$ cat src/design/cbu_pkg.sv
`default_nettype none

package cbu_pkg;

   // opcodes of the handled control-flow instructions
   localparam logic [7:0] OP_JR      = 8'h18;
   localparam logic [7:0] OP_JR_NZ   = 8'h20;
   localparam logic [7:0] OP_JR_Z    = 8'h28;
   localparam logic [7:0] OP_JR_NC   = 8'h30;
   localparam logic [7:0] OP_JR_C    = 8'h38;
   localparam logic [7:0] OP_JP      = 8'hC3;
   localparam logic [7:0] OP_JP_NZ   = 8'hC2;
   localparam logic [7:0] OP_JP_Z    = 8'hCA;
   localparam logic [7:0] OP_JP_NC   = 8'hD2;
   localparam logic [7:0] OP_JP_C    = 8'hDA;
   localparam logic [7:0] OP_CALL    = 8'hCD;
   localparam logic [7:0] OP_CALL_NZ = 8'hC4;
   localparam logic [7:0] OP_CALL_Z  = 8'hCC;
   localparam logic [7:0] OP_CALL_NC = 8'hD4;
   localparam logic [7:0] OP_CALL_C  = 8'hDC;
   localparam logic [7:0] OP_RET     = 8'hC9;
   localparam logic [7:0] OP_RETI    = 8'hD9;
   localparam logic [7:0] OP_RET_NZ  = 8'hC0;
   localparam logic [7:0] OP_RET_Z   = 8'hC8;
   localparam logic [7:0] OP_RET_NC  = 8'hD0;
   localparam logic [7:0] OP_RET_C   = 8'hD8;
   localparam logic [7:0] OP_JP_HL   = 8'hE9;
   localparam logic [7:0] OP_HALT    = 8'h76;
   localparam logic [7:0] RST_MASK   = 8'hC7;
   localparam logic [7:0] RST_TARGET = 8'h38;

   // condition field, opcode bits 4..3
   localparam logic [1:0] COND_NZ = 2'd0;
   localparam logic [1:0] COND_Z  = 2'd1;
   localparam logic [1:0] COND_NC = 2'd2;
   localparam logic [1:0] COND_C  = 2'd3;

   // cycle counts
   localparam logic [4:0] CYC_4  = 5'd4;
   localparam logic [4:0] CYC_8  = 5'd8;
   localparam logic [4:0] CYC_12 = 5'd12;
   localparam logic [4:0] CYC_16 = 5'd16;
   localparam logic [4:0] CYC_20 = 5'd20;
   localparam logic [4:0] CYC_24 = 5'd24;

   // interrupt-enable delay codes
   localparam logic [1:0] IE_NONE  = 2'd0;
   localparam logic [1:0] IE_SHORT = 2'd1;
   localparam logic [1:0] IE_LONG  = 2'd2;

   typedef struct packed {
      logic [7:0]  mode;
      logic [7:0]  imm_low;
      logic [7:0]  imm_high;
      logic        zero_flag;
      logic        carry_flag;
      logic [15:0] pc_now;
      logic [15:0] sp_now;
      logic [15:0] hl_value;
      logic [15:0] stack_word;
      logic [7:0]  next_byte;
   } cbu_req_type;

   typedef struct packed {
      logic [15:0] pc_next;
      logic [15:0] sp_next;
      logic        push_valid;
      logic [15:0] push_address;
      logic [15:0] push_word;
      logic [4:0]  cycles;
      logic [1:0]  ie_countdown;
      logic        taken;
      logic        illegal;
   } cbu_rsp_type;

endpackage

`default_nettype wire

$ cat src/design/cpu_branch_unit_top.sv
// cpu_branch_unit_top: executes one control-flow instruction (JR, JP, CALL,
// RET, RETI, RST, JP HL) of an 8-bit handheld CPU per transfer.
// Input channel req_*: opcode, immediates, flags, pc, sp, hl, stack word and
// the byte at pc. Result channel rsp_*: next pc and sp, optional return
// address push, cycle count, RETI interrupt-enable delay, taken and illegal.
// Both channels use valid/ready; a transfer happens when both are high.
// Path: a transferred request is held in the input register, decoded
// combinationally, and its result held in the result register that drives
// rsp_*. Throughput: one instruction per clock while the receiver takes
// results, set by the single decode stage between the two registers.
// When the receiver stalls, the result register holds and the input
// register still takes one more request; req_ready drops only when both
// are full. Reset (synchronous, active high) empties both stages; there
// is no other state.
`default_nettype none

module cpu_branch_unit_top
   import cbu_pkg::*;
(
   input  wire         clock,
   input  wire         reset,
   input  wire         req_valid,
   output logic        req_ready,
   input  wire  [7:0]  req_mode,
   input  wire  [7:0]  req_imm_low,
   input  wire  [7:0]  req_imm_high,
   input  wire         req_zero_flag,
   input  wire         req_carry_flag,
   input  wire  [15:0] req_pc_now,
   input  wire  [15:0] req_sp_now,
   input  wire  [15:0] req_hl_value,
   input  wire  [15:0] req_stack_word,
   input  wire  [7:0]  req_next_byte,
   output logic        rsp_valid,
   input  wire         rsp_ready,
   output logic [15:0] rsp_pc_next,
   output logic [15:0] rsp_sp_next,
   output logic        rsp_push_valid,
   output logic [15:0] rsp_push_address,
   output logic [15:0] rsp_push_word,
   output logic [4:0]  rsp_cycles,
   output logic [1:0]  rsp_ie_countdown,
   output logic        rsp_taken,
   output logic        rsp_illegal
);

   cbu_req_type req_ff;
   cbu_req_type req_in;
   logic        req_valid_ff;
   cbu_rsp_type rsp_ff;
   cbu_rsp_type rsp_in;
   logic        rsp_valid_ff;
   logic        out_advance;
   logic        in_advance;

   // stage handshakes
   assign out_advance = !rsp_valid_ff || rsp_ready;
   assign in_advance  = !req_valid_ff || out_advance;
   assign req_ready   = in_advance;

   assign req_in = '{
      mode:       req_mode,
      imm_low:    req_imm_low,
      imm_high:   req_imm_high,
      zero_flag:  req_zero_flag,
      carry_flag: req_carry_flag,
      pc_now:     req_pc_now,
      sp_now:     req_sp_now,
      hl_value:   req_hl_value,
      stack_word: req_stack_word,
      next_byte:  req_next_byte
   };

   // input register
   always_ff @(posedge clock) begin
      if (reset) begin
         req_valid_ff <= 1'b0;
      end else if (in_advance) begin
         req_valid_ff <= req_valid;
      end
      if (in_advance && req_valid) begin
         req_ff <= req_in;
      end
   end

   cbu_decode u_decode (
      .req (req_ff),
      .rsp (rsp_in)
   );

   // result register
   always_ff @(posedge clock) begin
      if (reset) begin
         rsp_valid_ff <= 1'b0;
      end else if (out_advance) begin
         rsp_valid_ff <= req_valid_ff;
      end
      if (out_advance && req_valid_ff) begin
         rsp_ff <= rsp_in;
      end
   end

   assign rsp_valid        = rsp_valid_ff;
   assign rsp_pc_next      = rsp_ff.pc_next;
   assign rsp_sp_next      = rsp_ff.sp_next;
   assign rsp_push_valid   = rsp_ff.push_valid;
   assign rsp_push_address = rsp_ff.push_address;
   assign rsp_push_word    = rsp_ff.push_word;
   assign rsp_cycles       = rsp_ff.cycles;
   assign rsp_ie_countdown = rsp_ff.ie_countdown;
   assign rsp_taken        = rsp_ff.taken;
   assign rsp_illegal      = rsp_ff.illegal;

endmodule

`default_nettype wire

$ cat src/design/cbu_decode.sv
`default_nettype none

module cbu_decode
   import cbu_pkg::*;
(
   input  wire cbu_req_type req,
   output cbu_rsp_type      rsp
);

   logic        cond_ok;
   logic [15:0] offset;
   logic [15:0] imm16;
   logic [15:0] sp_pop;
   logic [15:0] sp_push;
   logic        is_jr;
   logic        is_jp;
   logic        is_call;
   logic        is_ret;
   logic        is_ret_cc;

   // condition from opcode bits 4..3
   always_comb begin
      unique case (req.mode[4:3])
         COND_NZ: cond_ok = !req.zero_flag;
         COND_Z:  cond_ok = req.zero_flag;
         COND_NC: cond_ok = !req.carry_flag;
         COND_C:  cond_ok = req.carry_flag;
         default: cond_ok = 1'b0;
      endcase
   end

   assign offset  = {{8{req.imm_low[7]}}, req.imm_low};
   assign imm16   = {req.imm_high, req.imm_low};
   assign sp_pop  = req.sp_now + 16'd2;
   assign sp_push = req.sp_now - 16'd2;

   // instruction class decode
   assign is_jr = (req.mode == OP_JR) || (req.mode == OP_JR_NZ) || (req.mode == OP_JR_Z)
                  || (req.mode == OP_JR_NC) || (req.mode == OP_JR_C);
   assign is_jp = (req.mode == OP_JP) || (req.mode == OP_JP_NZ) || (req.mode == OP_JP_Z)
                  || (req.mode == OP_JP_NC) || (req.mode == OP_JP_C);
   assign is_call = (req.mode == OP_CALL) || (req.mode == OP_CALL_NZ)
                    || (req.mode == OP_CALL_Z) || (req.mode == OP_CALL_NC)
                    || (req.mode == OP_CALL_C);
   assign is_ret = (req.mode == OP_RET) || (req.mode == OP_RETI);
   assign is_ret_cc = (req.mode == OP_RET_NZ) || (req.mode == OP_RET_Z)
                      || (req.mode == OP_RET_NC) || (req.mode == OP_RET_C);

   // next pc, sp, push, cycle count, RETI ie delay, taken and illegal
   always_comb begin
      rsp              = '0;
      rsp.pc_next      = req.pc_now;
      rsp.sp_next      = req.sp_now;
      priority if (is_jr) begin
         rsp.taken   = (req.mode == OP_JR) || cond_ok;
         rsp.cycles  = rsp.taken ? CYC_12 : CYC_8;
         if (rsp.taken) begin
            rsp.pc_next = req.pc_now + offset;
         end
      end else if (is_jp) begin
         rsp.taken   = (req.mode == OP_JP) || cond_ok;
         rsp.cycles  = rsp.taken ? CYC_16 : CYC_12;
         if (rsp.taken) begin
            rsp.pc_next = imm16;
         end
      end else if (is_call) begin
         rsp.taken   = (req.mode == OP_CALL) || cond_ok;
         rsp.cycles  = rsp.taken ? CYC_24 : CYC_12;
         if (rsp.taken) begin
            rsp.pc_next      = imm16;
            rsp.sp_next      = sp_push;
            rsp.push_valid   = 1'b1;
            rsp.push_address = sp_push;
            rsp.push_word    = req.pc_now;
         end
      end else if (is_ret) begin
         rsp.taken   = 1'b1;
         rsp.cycles  = CYC_16;
         rsp.pc_next = req.stack_word;
         rsp.sp_next = sp_pop;
         if (req.mode == OP_RETI) begin
            rsp.ie_countdown = (req.next_byte == OP_HALT) ? IE_SHORT : IE_LONG;
         end
      end else if (is_ret_cc) begin
         rsp.taken   = cond_ok;
         rsp.cycles  = cond_ok ? CYC_20 : CYC_8;
         if (cond_ok) begin
            rsp.pc_next = req.stack_word;
            rsp.sp_next = sp_pop;
         end
      end else if ((req.mode & RST_MASK) == RST_MASK) begin
         rsp.taken        = 1'b1;
         rsp.cycles       = CYC_16;
         rsp.pc_next      = {8'd0, req.mode & RST_TARGET};
         rsp.sp_next      = sp_push;
         rsp.push_valid   = 1'b1;
         rsp.push_address = sp_push;
         rsp.push_word    = req.pc_now;
      end else if (req.mode == OP_JP_HL) begin
         rsp.taken   = 1'b1;
         rsp.cycles  = CYC_4;
         rsp.pc_next = req.hl_value;
      end else begin
         rsp.illegal = 1'b1;
      end
   end

endmodule

`default_nettype wire
$ cat config.mk
export PLATFORM = sky130hd
export DESIGN_NAME = cpu_branch_unit_top
export DESIGN_NICKNAME = d
export VERILOG_FILES = /design/src/design/cbu_pkg.sv /design/src/design/cpu_branch_unit_top.sv /design/src/design/cbu_decode.sv
export SDC_FILE = /design/constraint.sdc
export NUM_CORES = 1
export LEC_CHECK = 0
export ABC_CLOCK_PERIOD_IN_PS = 4650
export BUFFER_PORTS_ARGS = -buffer_cell sky130_fd_sc_hd__buf_2
export CORE_ASPECT_RATIO = 1.2
export CORE_MARGIN = 1.5
export CORE_UTILIZATION = 54
export CTS_CLUSTER_SIZE = 40
export DETAILED_ROUTE_END_ITERATION = 16
export PLACE_DENSITY = 0.8
export SLEW_MARGIN = 20
export SYNTH_ARGS = -nofsm -noshare
export SYNTH_HDL_FRONTEND = slang
export SYNTH_SLANG_ARGS = --single-unit
$ cat constraint.sdc
create_clock -name clock -period 4.65 [get_ports clock]
set_input_delay 0.2325 -clock clock [delete_from_list [all_inputs] [get_ports clock]]
set_output_delay 0.2325 -clock clock [all_outputs]
set_load 0.01 [all_outputs]
# [Word level (Yosys, flattened, before mapping)]
# Cells that the tools add are included.
[word_totals] output_inout_bits=76 inputBits=102 reg_bits=174 word_cells=120
[op_classes] n_reduce_logical=31 n_addsub=3 n_eq_ne=27 mux=36 bitwise=2
[ops] operator="49-bit two-way mux" n=3
[ops] operator="8-bit equality test, second input constant" n=17
[ops] operator="16-bit two-way mux" n=6
[ops] operator="32-bit two-way mux" n=3
[ops] operator="70-bit two-way mux" n=1
[ops] operator="33-bit two-way mux" n=2
[ops] operator="65-bit two-way mux" n=1
[ops] operator="5-bit two-way mux" n=8
[ops] operator="8-bit by 6-bit equality test with 1-bit output, second input constant" n=4
[ops] operator="1-bit logical OR" n=21
[ops] operator="16-bit adder" n=1
[ops] operator="16-bit by 2-bit adder with 16-bit output, second input constant" n=1
[ops] operator="16-bit by 2-bit subtractor with 16-bit output, second input constant" n=1
[ops] operator="8-bit by 5-bit equality test with 1-bit output, second input constant" n=1
[ops] operator="8-bit by 7-bit equality test with 1-bit output, second input constant" n=1
[ops] operator="1-bit two-way mux" n=8
[ops] operator="3-bit two-way mux" n=2
[ops] operator="6-bit OR reduction" n=1
[ops] operator="5-bit equality test, second input constant" n=1
[ops] operator="5-bit OR reduction" n=1
[ops] operator="2-bit equality test, second input constant" n=2
[ops] operator="1-bit logical NOT" n=4
[ops] operator="1-bit case mux with 4 select lines" n=1
[ops] operator="2-bit by 1-bit equality test with 1-bit output, second input constant" n=1
[ops] operator="other kinds (5)" n=7

# [Longest topological paths before layout]
[logic_depth] word_depth=9 depth_mapped=11 mapped_depth_nobuf=11

# [By module]
# A second synthesis with hierarchy kept.
[unflattened] cells_unflattened=647 area_unflattened_um2=8225.4
[modules_own_cells] mod="cpu_branch_unit_top" instances=1 area_per_inst_um2=5268.8 seq_area_each_um2=5205.0 cells_per_inst=182
[modules_own_cells] mod="cbu_decode" instances=1 area_per_inst_um2=2956.6 seq_area_each_um2=0.0 cells_per_inst=465

# [Worst setup path before layout]
# Ideal clock, no wire load.
[synth_timing] path_kind="reg-to-reg" startpoint="reg rsp_valid_ff, in the netlist rsp_valid" endpoint="reg rsp_ff (netlist bit rsp_cycles[2]), enable pin" stages_incl_launch_ff=3 synth_period_minus_slack_ns=4.214 t_required_ns=4.139 n_path_buf=0 setup_ns=0.511 slack_ns=0.436 t_arrival_ns=3.703 cell_sequence="dfxtp_1 nor2b_1 nor2b_1"
[synth_between] elab_chain_len=3
[synth_lines] element="start, declared" line="cpu_branch_unit_top.sv:52" source="logic rsp_valid_ff;"
[synth_lines] element="start signal, assigned" line="cpu_branch_unit_top.sv:96" source="rsp_valid_ff <= req_valid_ff;"
[synth_lines] element="1-bit logical NOT" line="cpu_branch_unit_top.sv:57" source="assign out_advance = !rsp_valid_ff || rsp_ready;"
[synth_lines] element="1-bit logical OR" line="cpu_branch_unit_top.sv:57"
[synth_lines] element="1-bit logical AND" line="cpu_branch_unit_top.sv:98" source="if (out_advance && req_valid_ff) begin"
[synth_lines] element="end signal, assigned" line="cpu_branch_unit_top.sv:99" source="rsp_ff <= rsp_in;"
[synth_lines] element="end, declared" line="cpu_branch_unit_top.sv:50" source="cbu_rsp_type rsp_ff;"
# No other way between the ends.
# A chain may end at the register's enable or synchronous reset.

==> results.ini <==
[run_status]
status = finished, final reports clean

[synth]
synth.area.mux_share_pct = 0.282
ys.warnings.count = 0
synth_fa_ha_area_share_pct = 3.23
yosys.cell_types.count = 72
avgSynthCellArea_um2 = 13.1
yosysTopAreaCellShare_pct = 64.0
synth_edf_count = 170
synth_xor_area_share_pct = 3.53
syn_area_mm2 = 0.00798
synth_common_cells = 170 x edfxtp_1, 59 x nor2_1, 46 x nand2_1
yosysMostFrequentCell = edfxtp_1
synth-compound-area-share_pct = 12.8
synth.area.top_cells = edfxtp_1 64%, ha_1 3.0%, nor2_1 2.8%, xnor2_1 2.2%, nand2_1 2.2%
synth_ff_type = edfxtp_1
synth_area_leader_cell = edfxtp_1
synth_seq_cells = 172
yosysSeqAreaShare_pct = 64.5
netlist_instances = 610
async_reset_ff_share_pct = 0
synth_top_family_by_area = compound AO/OA/AOI/OAI gates
yosys.area_share.simple_pct = 12.7

[clocking]
insertion_delay_ns = 0.43
cts_resized = 0
postCtsSetupRepairBufs = 0
cts_tree = yes
cts_made_buffers = 17
clk_pin_slew_worst_paths_ns = 0.06
ctsLongestPathBuffers = 2
cts_num_sinks = 172
htree_levels = 4
postCtsHoldBufs = 97
root_buffer = clkbuf_16

[final_layout]
drive_gt1_share_pct = 26.8
layout.nets = 1001
post-route-util_pct = 73.3
area_delta_synth_final_pct = 32.4
fin_area_mm2 = 0.0106

[setup_path]
endpoint_kind = register
crit_path_cell_trace = nor3_1 -> nand2_1 -> nor2_1 -> nand2_1 -> o21ai_0 -> a221oi_1 -> o21ai_1
crit_family = simple AND/OR/NAND/NOR gates
critPathArrivalTime_ns = 3.35
worst_ep_required_time_ns = 4.93
critPathBufInv = 0
crit_type = reg2reg
worst_path_max_delay_cell = nor2_1
critical_path.max_stage_delay_ns = 0.78
path_common_cell = nand2_1
worstPathMaxFanout = 14
cp-start-kind = register

[die]
ios = 178
dieArea_mm2 = 0.0155
fp.dieH_um = 136
fp-row-count = 48
start_util_pct = 55.3
core_mm2 = 0.0144
die_x_um = 114

[sta]
hold_viol_final = 0
maxSlewViolCount = 0
min_period_ns = 3.07
setup_viol = 0
max-slew-margin-rel_pct = 34.1
timing.fmax_mhz = 326
setup-tns-final_ns = 0
period_share_pct = 66.0
worst_slew_pin_slew_ns = 0.985
skew_ns = 0.00956
rsz0062_at_grt = no

[place]
post_dp_cell_area_mm2 = 0.00897
portBuffers = 175
dp_hpwl_mm = 12.8
gp_congestion = 0.969

[route]
route.met2.wl_mm = 10.6
drt-pass1-iter-count = 6
drc_errors = 0
vias = 6114
met3_length_mm = 1.15
first_iter_violations = 658
postRouteAntennaNets = 0
wl_met1_mm = 7.87
wl_per_cell_um = 18.8
via_per_inst = 5.73
top_layer = met4
wl_mm = 20.1

[power]
power_mw = 3.69
ir_worst_vdd_mv = 0.260
p_leak_nw = 4.08
powerDensity_mw_per_mm2 = 349

[job]
maxCapViolations = 0

[grt]
grt_pass1_wl_mm = 30.9
antenna_found_initial = 0
first_global_vias = 6047
grt_max_degree = 65
overflow = 0
track_usage_pct = 26.4

[min_path]
hold_class = in2reg

[worst paths after layout]
kind                                            from                  endpoint  slack [ns]  cells past startpoint
worst min-delay path                   req_pc_now[5]      req_ff[61]$_DFFE_PP_        0.02                      1
worst max register to register  req_ff[90]$_DFFE_PP_  rsp_pc_next[1]$_DFFE_PP_        1.58                      7
worst min register to register  req_ff[40]$_DFFE_PP_  rsp_sp_next[0]$_DFFE_PP_        0.46                      0
worst max-delay path            req_ff[90]$_DFFE_PP_  rsp_pc_next[1]$_DFFE_PP_        1.58                      7
[report_power, final]
group          switching, mW  internal (mW)  total, mW
combinational          0.211          0.204      0.415
clock                  0.567          0.843       1.41
sequential            0.0586           1.81       1.87
[cells in the final DEF (no fill, tap or decap), types with 8 or more instances in the layout]
master,synthesis,routed
nand3_1,11,11
nand2_1,46,46
a21oi_1,25,25
nor2b_1,19,18
nor2_1,59,58
clkbuf_16,0,17
xnor2_1,20,20
inv_1,18,18
xor2_1,9,9
edfxtp_1,170,170
ha_1,19,19
nor3_1,20,19
dlygate4sd3_1,0,98
and3_1,9,8
buf_2,8,175
a222oi_1,14,14
o21ai_0,32,32
[registers in the layout, indices dropped and copies added, names as in the netlist]
register and flops:
rsp_cycles 3, req_valid_ff 1, rsp_taken 1, rsp_push_address 16, rsp_pc_next 16, rsp_push_word 16, rsp_push_valid 1, req_ff 98
rsp_illegal 1, rsp_valid 1, rsp_ie_countdown 2, rsp_sp_next 16
[layout make-up]
class                           instances  area [um2]
Clock inverter                         10         143
Tap cell                              175         219
Antenna cell                            1        2.50
Multi-Input combinational cell        390        2630
Clock buffer                           21         440
Timing Repair Buffer                  278        1910
Inverter                               20        75.1
Fill cell                             910        3850
Sequential cell                       172        5140
[kinds of logic after synthesis]
family | Yosys count
multiplexers | 1
XOR/XNOR | 30
flip-flops | 172
buffers and inverters | 49
adder cells (fa/ha/maj) | 20
other | 1
AO/OA/AOI/OAI | 137
AND/OR/NAND/NOR | 200
[per-layer routing]
| layer | vias up | global-route usage (%) |
|---|---|---|
| met4 | 0 | 11.0 |
| li1 | 2870 | - |
| met3 | 34 | 5.17 |
| met5 | - | 0 |
| met2 | 290 | 47.0 |
| met1 | 2920 | 31.4 |
[stage by stage]
step,instances,setup WS (ns),hold WS (ns)
2_1_floorplan,611,0.436,0.305
3_3_place_gp,936,1.55,0.404
3_5_place_dp,936,1.42,0.411
4_1_cts,1064,1.44,0.00151
5_1_grt,1066,1.37,0.00642
6_report,1067,1.58,0.0246
No activity file was read; power rests on OpenSTA's default activity.
